### src/rtl/sid_pkg.sv
// Shared types for the signed integer divider.
// Depends on nothing; compile first.
package sid_pkg;

	// Control bits that travel with each operand pair down the pipeline
	typedef struct packed {
		logic valid;
		logic neg;
		logic dbz;
	} stage_ctl_t;

endpackage

### src/rtl/sid_step.sv
// One restoring division stage: retires one quotient bit per pass.
// Depends on sid_pkg.
module sid_step #(
	parameter int WIDTH = 32
) (
	input  logic               clk,
	input  logic               arst_n,
	input  logic               en,
	input  sid_pkg::stage_ctl_t ctl_in,
	input  logic [WIDTH-1:0]   rem_in,
	input  logic [WIDTH-1:0]   nq_in,
	input  logic [WIDTH-1:0]   den_in,
	output sid_pkg::stage_ctl_t ctl_out,
	output logic [WIDTH-1:0]   rem_out,
	output logic [WIDTH-1:0]   nq_out,
	output logic [WIDTH-1:0]   den_out
);
	import sid_pkg::*;

	logic [WIDTH:0]   trial;
	logic [WIDTH:0]   diff;
	logic             fits;
	stage_ctl_t       ctl_s1;
	logic [WIDTH-1:0] rem_s1;
	logic [WIDTH-1:0] nq_s1;
	logic [WIDTH-1:0] den_s1;

	// Shift the next dividend bit into the partial remainder, try the subtract
	always_comb begin
		trial = {rem_in, nq_in[WIDTH-1]};
		diff  = trial - {1'b0, den_in};
		fits  = (trial >= {1'b0, den_in});
	end

	always_ff @(posedge clk or negedge arst_n) begin
		if (!arst_n) begin
			ctl_s1 <= '0;
		end else if (en) begin
			ctl_s1 <= ctl_in;
		end
	end

	always_ff @(posedge clk) begin
		if (en) begin
			rem_s1 <= fits ? diff[WIDTH-1:0] : trial[WIDTH-1:0];
			nq_s1  <= {nq_in[WIDTH-2:0], fits};
			den_s1 <= den_in;
		end
	end

	assign ctl_out = ctl_s1;
	assign rem_out = rem_s1;
	assign nq_out  = nq_s1;
	assign den_out = den_s1;
endmodule

### config.mk
export PLATFORM = sky130hd
export DESIGN_NAME = sid_step
export DESIGN_NICKNAME = d
export VERILOG_FILES = /design/src/rtl/sid_pkg.sv /design/src/rtl/sid_step.sv
export SDC_FILE = /design/constraint.sdc
export NUM_CORES = 1
export LEC_CHECK = 0
export BUFFER_PORTS_ARGS = -buffer_cell sky130_fd_sc_hd__buf_2
export CORE_AREA = 4 4 124 126
export DETAILED_ROUTE_END_ITERATION = 16
export DIE_AREA = 0 0 128 130
export PLACE_DENSITY = 0.73
export REMOVE_ABC_BUFFERS = 1
export SYNTH_ARGS = -nofsm -noshare
export SYNTH_HDL_FRONTEND = slang
export SYNTH_SLANG_ARGS = --single-unit
export TNS_END_PERCENT = 50
### constraint.sdc
create_clock -name clk -period 1.5 [get_ports clk]
set_input_delay 0.075 -clock clk [delete_from_list [all_inputs] [get_ports clk]]
set_output_delay 0.075 -clock clk [all_outputs]
set_load 0.05 [all_outputs]
==> run metrics, run 1 <==
overall fraction of global-route tracks in use=0.180; global-route wire length before repair=23400 microns; failing checks=setup timing; number of clock sinks seen by CTS=99; netlist area before placement=5200 sq um; layout overhead on the synthesized area=65.2%; via count of the first global-routing pass=4847; Final Cycle Share=1.71; CTS clk-pin slew, worst paths=0.06 ns; DR DRC count=0; final weighted congestion in routability-driven placement=0.871; proportion of synthesized chip area in sequential cells=0.569; Final Skew=0 ns; setup_tns=-31.98 ns; count of maximum capacitance violations=0; Max transition margin=0.597; RSZ-0062 raised after global routing=yes; share of flip-flops with an asynchronous set or reset=0.0303; Register-to-Register Setup Slack=0.75 ns; number of nets in the layout=948; CP endpoint kind=flop; largest family of logic cells by synthesized area=compound AO/OA/AOI/OAI gates; pin count of the biggest net entering global routing=34; static power due to leakage=3.88 nW; adder-cell area share of the yosys netlist=0.0808; result of the run=complete, but fails checks; Bufs on Longest Clock Path=2; CTS tree=built; placeable core region=14300 sq um; cell family with the largest share of critical-path delay=compound AO/OA/AOI/OAI gates; count of final hold-check violations=0; ordered cell list for the critical path=buf_2 -> inv_2 -> ha_4 -> nand4_1 -> or4_4 -> a21oi_4 -> nor3_4 -> a211oi_2 -> o21ai_2 -> o31ai_4 -> buf_12 -> buf_12 -> mux2_4; largest voltage drop on the vdd net=0.000469 V; initial antenna violation count=0; critical path type=input port to flop; post-synthesis xor/xnor area fraction=0.0455; total congestion overflow after global routing=0; Chip Width=128 microns; clock root buffer=sky130_fd_sc_hd__clkbuf_16; Diodes inserted=0; most common library cell in the layout ignoring fill and taps=sky130_fd_sc_hd__buf_2; Final Hold Slack=0.0232 ns; standard-cell rows=44; mean routed wirelength per cell=15.2 microns; commonest register cell after synthesis=sky130_fd_sc_hd__edfxtp_1; Max Transition Viols Final=0; highest net fanout along the worst path=5; most frequent cell on the critical path=sky130_fd_sc_hd__buf_12; crit path max-delay cell type=sky130_fd_sc_hd__or4_4; Pwr per Cell Area=1040 nW/um^2; minimum setup slack in the final design=-1.07 ns; CTS buffer count=9; worst min path class=input port to flop; mux share of post-synthesis cell area=0.0301; via count=4790; total detailed-routing wirelength=15300 microns; number of flops mapped to enable cells by yosys=96; number of buffer and inverter stages on the critical path=4; mean instance size in the synthesized netlist=11.6 sq um; CP startpoint kind=input port; Required @ worst endpoint=1.60 ns; iteration count of the initial detailed-routing pass=5; worst-margin pin slew=0.602 ns; share of layout cells above drive strength 1=0.469; leading cell types in the layout, fill and taps excluded=sky130_fd_sc_hd__buf_2 (191), sky130_fd_sc_hd__edfxtp_1 (96), sky130_fd_sc_hd__buf_4 (91), sky130_fd_sc_hd__dlygate4sd3_1 (66), sky130_fd_sc_hd__a21oi_1 (40); Skew-Pair Late Insertion Delay=0.35 ns; simple-gate portion of the synthesized area=0.0895; HPWL reported at the end of detailed placement=11200 microns; share of the synthesized area in compound gates (AO/OA/AOI/OAI)=0.141; fmax=0.389 GHz; vias per cell=4.78; Die Y=130 microns; data arrival time of the critical path=2.67 ns; layout filler cell count=1211; number of I/O pins=201; DRT iter0 DRCs=212; Worst Setup Slack post-DPL=-1.58 ns; port buffer count=200; initial core utilization=0.363; number of synthesized register bits=99; count of antenna-violating nets left after detailed routing=0; unique cell type count in the Yosys netlist=49; synthesized instance count=447; Die Area=16600 sq um; peak per-stage delay on the critical path=0.55 ns; shortest clock period the worst path allows after layout=2.57 ns; total number of H-tree levels=3; Setup-failing EPs final=33; number of warnings issued by yosys=0
[where the power goes]
| group | total [mW] | switching (mW) | internal (mW) |
|---|---|---|---|
| sequential | 3.46 | 0.0652 | 3.39 |
| clock | 2.20 | 0.973 | 1.22 |
| combinational | 3.30 | 2.03 | 1.26 |
[kinds of logic (layout without fill, tap and decap cells)]
logic type | count (synthesis) | after routing
multiplexers | 14 | 14
AND/OR/NAND/NOR | 99 | 99
XOR/XNOR | 27 | 27
flip-flops | 99 | 99
adder cells (fa/ha/maj) | 33 | 33
AO/OA/AOI/OAI | 119 | 119
buffers and inverters | 56 | 427
[path summary, 6_finish.rpt]
kind	cells past startpoint	startpoint	to
setup reg to reg	1	ctl_out[1]	ctl_out[1]
hold / removal	2	den_in[28]	den_out[28]
max in group asynchronous	2	arst_n	ctl_out[0]
hold reg to reg	1	ctl_out[2]	ctl_out[2]
setup / recovery	13	den_in[8]	rem_out[10]
min in group asynchronous	2	arst_n	ctl_out[1]
[metrics by stage]
| step | instance area (sq um) | total power [mW] | instances | util |
|---|---|---|---|---|
| floorplan | 5110 | 5.39 | 429 | - |
| global placement | 7100 | 6.34 | 907 | 0.496 |
| detailed placement | 7100 | 6.38 | 907 | 0.496 |
| CTS | 8420 | 8.95 | 998 | 0.588 |
| global route | 8590 | 9.38 | 1002 | 0.600 |
| finish | 8590 | 8.95 | 1002 | 0.600 |
[cell type report]
type,instances,area (sq um),share of cell area
flip-flops and latches,99,2960,0.344
repair buffers,373,2670,0.310
multi-input cells,292,2310,0.269
clock buffers,13,260,0.0303
well taps,184,230,0.0268
inverters,38,150,0.0175
clock inverters,3,22.5,0.00262
[synth_stat cells (2+ instances only)]
cell type,n,area share
sky130_fd_sc_hd__nand2_1,26,0.019
sky130_fd_sc_hd__a21o_1,12,0.017
sky130_fd_sc_hd__xnor2_1,15,0.025
sky130_fd_sc_hd__nand3_1,8,0.0077
sky130_fd_sc_hd__a21oi_1,56,0.054
sky130_fd_sc_hd__dfrtp_1,3,0.014
sky130_fd_sc_hd__nand4_1,8,0.0096
sky130_fd_sc_hd__o211ai_1,4,0.0058
sky130_fd_sc_hd__nor2b_1,3,0.0036
sky130_fd_sc_hd__o21bai_1,3,0.0043
sky130_fd_sc_hd__o21ai_0,16,0.015
sky130_fd_sc_hd__inv_1,38,0.027
sky130_fd_sc_hd__mux2_1,4,0.0087
sky130_fd_sc_hd__ha_1,32,0.077
sky130_fd_sc_hd__clkbuf_1,6,0.0043
sky130_fd_sc_hd__nor4_1,4,0.0048
sky130_fd_sc_hd__nand2b_1,3,0.0036
sky130_fd_sc_hd__or4_1,2,0.0029
sky130_fd_sc_hd__o21a_1,6,0.0087
sky130_fd_sc_hd__and4_1,2,0.0034
sky130_fd_sc_hd__o22ai_1,2,0.0024
sky130_fd_sc_hd__nor3_1,2,0.0019
sky130_fd_sc_hd__xor2_1,12,0.020
sky130_fd_sc_hd__a211oi_1,3,0.0043
sky130_fd_sc_hd__edfxtp_1,96,0.55
sky130_fd_sc_hd__nor2_1,35,0.025
sky130_fd_sc_hd__and2_1,2,0.0024
sky130_fd_sc_hd__a31oi_1,5,0.0060
sky130_fd_sc_hd__a2bb2oi_1,2,0.0034
sky130_fd_sc_hd__buf_2,8,0.0077
sky130_fd_sc_hd__mux2_2,9,0.019
sky130_fd_sc_hd__buf_4,3,0.0043
[layer usage]
metal	track usage	routed length, microns
met5	0	0
met4	0.0599	251
met3	0.0544	1130
met2	0.319	7560
met1	0.209	6320
[what timing repair did]
action,4_1_cts,5_1_grt
hold endpoints to repair,68,0
hold buffers,66,0
cloned,3,0
pin swaps,4,9
setup endpoints to repair,33,33
setup buffers,6,4
resized for setup,66,29
[registers in the layout, summed over array words and instances (netlist names)]
register,flops
rem_out,32
nq_out,32
ctl_out,3
den_out,32
Note: power is estimated with default switching activity, not from simulation.
==> inputs of run 2 (changes only) <==
--- a/config.mk
+++ b/config.mk
@@ -6,10 +6,10 @@
 export NUM_CORES = 1
 export LEC_CHECK = 0
 export BUFFER_PORTS_ARGS = -buffer_cell sky130_fd_sc_hd__buf_2
-export CORE_AREA = 4 4 124 126
+export CORE_AREA = 4 4 119 132
 export DETAILED_ROUTE_END_ITERATION = 16
-export DIE_AREA = 0 0 128 130
-export PLACE_DENSITY = 0.73
+export DIE_AREA = 0 0 123 136
+export PLACE_DENSITY = 0.72
 export REMOVE_ABC_BUFFERS = 1
 export SYNTH_ARGS = -nofsm -noshare
 export SYNTH_HDL_FRONTEND = slang
==> run 2 against run 1 <==
The run still ends with setup timing left; sequential power hardly changed; flip-flop and latch count did not move; first-iteration DRC count grew 0.94%; fmax increased by 2.5%; via count rose by 2.0%; largest cell class unchanged; wire length up 8.5%; worst hold slack got worse by 0.0060 ns; clock power up 30%.
==> run metrics, run 2 (same netlist as run 1, synthesis figures left out) <==
non-filler cells in the finished layout=1023; endpoint of the lowest-slack register-to-register path=ctl_out[2]; final weighted congestion in routability-driven placement=0.917; vias per cell=4.77; overall fraction of global-route tracks in use=0.192; cell internal pwr=6.55 mW; Pwr per Cell Area=1090 nW/um^2; RSZ-0062 raised after global routing=yes; instance count after placement with tap cells included=925; Setup-failing EPs final=33; Switching Fraction=0.329; ordered cell list for the critical path=buf_6 -> inv_2 -> ha_4 -> nand4_1 -> or4_4 -> a21oi_4 -> nor3_2 -> a211oi_2 -> o21ai_2 -> o31ai_4 -> buf_6 -> buf_16 -> mux2_4; minimum setup slack in the final design=-1.01 ns; total number of H-tree levels=3; standard-cell rows=46; mean routed wirelength per cell=16.2 microns; Final Power=9.77 mW; CTS buffer count=9; CP startpoint kind=input port; launching point of the worst reg2reg path=ctl_out[2]; Net Switching=3.22 mW; iteration count of the initial detailed-routing pass=4; DRT iter0 DRCs=214; Die Y=136 microns; most common library cell in the layout ignoring fill and taps=sky130_fd_sc_hd__buf_2; result of the run=complete, but fails checks; Chip Width=123 microns; Final Skew=0 ns; Cells on Worst Hold Path=2; count of antenna-violating nets left after detailed routing=0; highest net fanout along the worst path=6; Endpoint, Worst Hold=den_out[28]; worst-margin pin slew=0.415 ns; peak per-stage delay on the critical path=0.54 ns; crit path max-delay cell type=sky130_fd_sc_hd__or4_4; most frequent cell on the critical path=sky130_fd_sc_hd__buf_6; Bufs on Longest Clock Path=2; count of maximum capacitance violations=0; HPWL reported at the end of detailed placement=11800 microns; CTS clk-pin slew, worst paths=0.07 ns; placed standard-cell area=7160 sq um; Required @ worst endpoint=1.61 ns; clock share of power=0.292; Skew-Pair Late Insertion Delay=0.35 ns; count of final hold-check violations=0; clock root buffer=sky130_fd_sc_hd__clkbuf_16; pin count of the biggest net entering global routing=54; number of nets in the layout=960; fmax=0.399 GHz; initial core utilization=0.363; port buffer count=200; largest voltage drop on the vdd net=0.000621 V; failing checks=setup timing; Worst Reg-to-Reg Cells=1; DR DRC count=0; Max transition margin=0.723; Worst Min Path Start=den_in[28]; number of I/O pins=201; fraction of power consumed by combinational cells=0.354; layout overhead on the synthesized area=72.1%; Final Cycle Share=1.67; leading cell types in the layout, fill and taps excluded=sky130_fd_sc_hd__buf_2 (183), sky130_fd_sc_hd__buf_4 (106), sky130_fd_sc_hd__edfxtp_1 (96), sky130_fd_sc_hd__dlygate4sd3_1 (64), sky130_fd_sc_hd__a21oi_1 (38); data arrival time of the critical path=2.62 ns; total detailed-routing wirelength=16600 microns; Max Transition Viols Final=0; Final Cell Area=8950 sq um; via count of the first global-routing pass=5150; CP endpoint kind=flop; global-route wire length before repair=24900 microns; shortest clock period the worst path allows after layout=2.51 ns; placeable core region=14300 sq um; critical path type=input port to flop; worst min path class=input port to flop; CTS tree=built; initial antenna violation count=2; Worst Setup Slack post-DPL=-1.61 ns; static power due to leakage=4.01 nW; utilization after layout=0.625; Register-to-Register Setup Slack=0.73 ns; share of layout cells above drive strength 1=0.500; via count=4884; Die Area=16700 sq um; number of clock sinks seen by CTS=99; total congestion overflow after global routing=0; sequential group share of total power=0.354
-- run 2: cell type report --
cell class	count	area (sq um)
Antenna cell	1	2.50
Clock buffer	9	225
Clock inverter	7	148
Fill cell	1141	5380
Inverter	38	150
Multi-Input combinational cell	292	2400
Sequential cell	99	2960
Tap cell	192	240
Timing Repair Buffer	385	2830
-- run 2: timing repair --
action | in CTS | in global routing
resized for setup | 72 | 53
endpoints found under the hold margin | 66 | 0
pin swaps | 7 | 15
buffers inserted | 9 | 4
setup endpoints to repair | 33 | 33
gates cloned | 3 | 1
hold buffers | 64 | 0
-- run 2: power groups by stage --
stage | sequential [mW] | combinational (mW) | clock [mW]
CTS | 3.46 | 3.27 | 2.91
global route | 3.48 | 3.67 | 3.02
floorplan | 4.57 | 0.819 | 0
global placement | 3.52 | 2.85 | 0
detailed placement | 3.52 | 2.90 | 0
finish | 3.46 | 3.45 | 2.85
-- run 2: worst max path at each step --
| stage | start | endpoint | slack [ns] | cells after the start |
|---|---|---|---|---|
| after floorplan | den_in[7] | rem_out[10] | -2.00 | 10 |
| after global placement | nq_in[31] | rem_out[30] | -1.50 | 13 |
| after detailed placement | nq_in[31] | rem_out[30] | -1.61 | 13 |
| after CTS | den_in[18] | rem_out[10] | -0.97 | 13 |
| after global routing | nq_in[31] | rem_out[30] | -1.10 | 13 |
| final | den_in[15] | rem_out[26] | -1.01 | 13 |
-- run 2: stage by stage --
step | setup TNS, ns | hold slack, ns
6_report | -29.78 | 0.0172
5_1_grt | -32.73 | 0.00806
4_1_cts | -28.78 | 0.00613
3_5_place_dp | -44.25 | -0.127
3_3_place_gp | -42.89 | -0.132
2_1_floorplan | -60.08 | -0.221
-- run 2: worst max-delay path, delay by kind of cell --
family | cells | cell delay (ns)
and+or+nand+nor | 3 | 0.78
AOI/OAI and AO/OA | 4 | 0.77
buffers and inverters | 4 | 0.43
muxes | 1 | 0.30
adders and majority gates | 1 | 0.25
-- run 2: metal layers --
layer	global-route usage	routed length, microns	share of wire	vias to the layer above
met1	0.210	6500	0.39	2284
met2	0.351	8480	0.51	166
met3	0.0445	1190	0.072	29
li1	-	-	-	2403
met4	0.0855	388	0.023	2
met5	0	8	0.00048	-
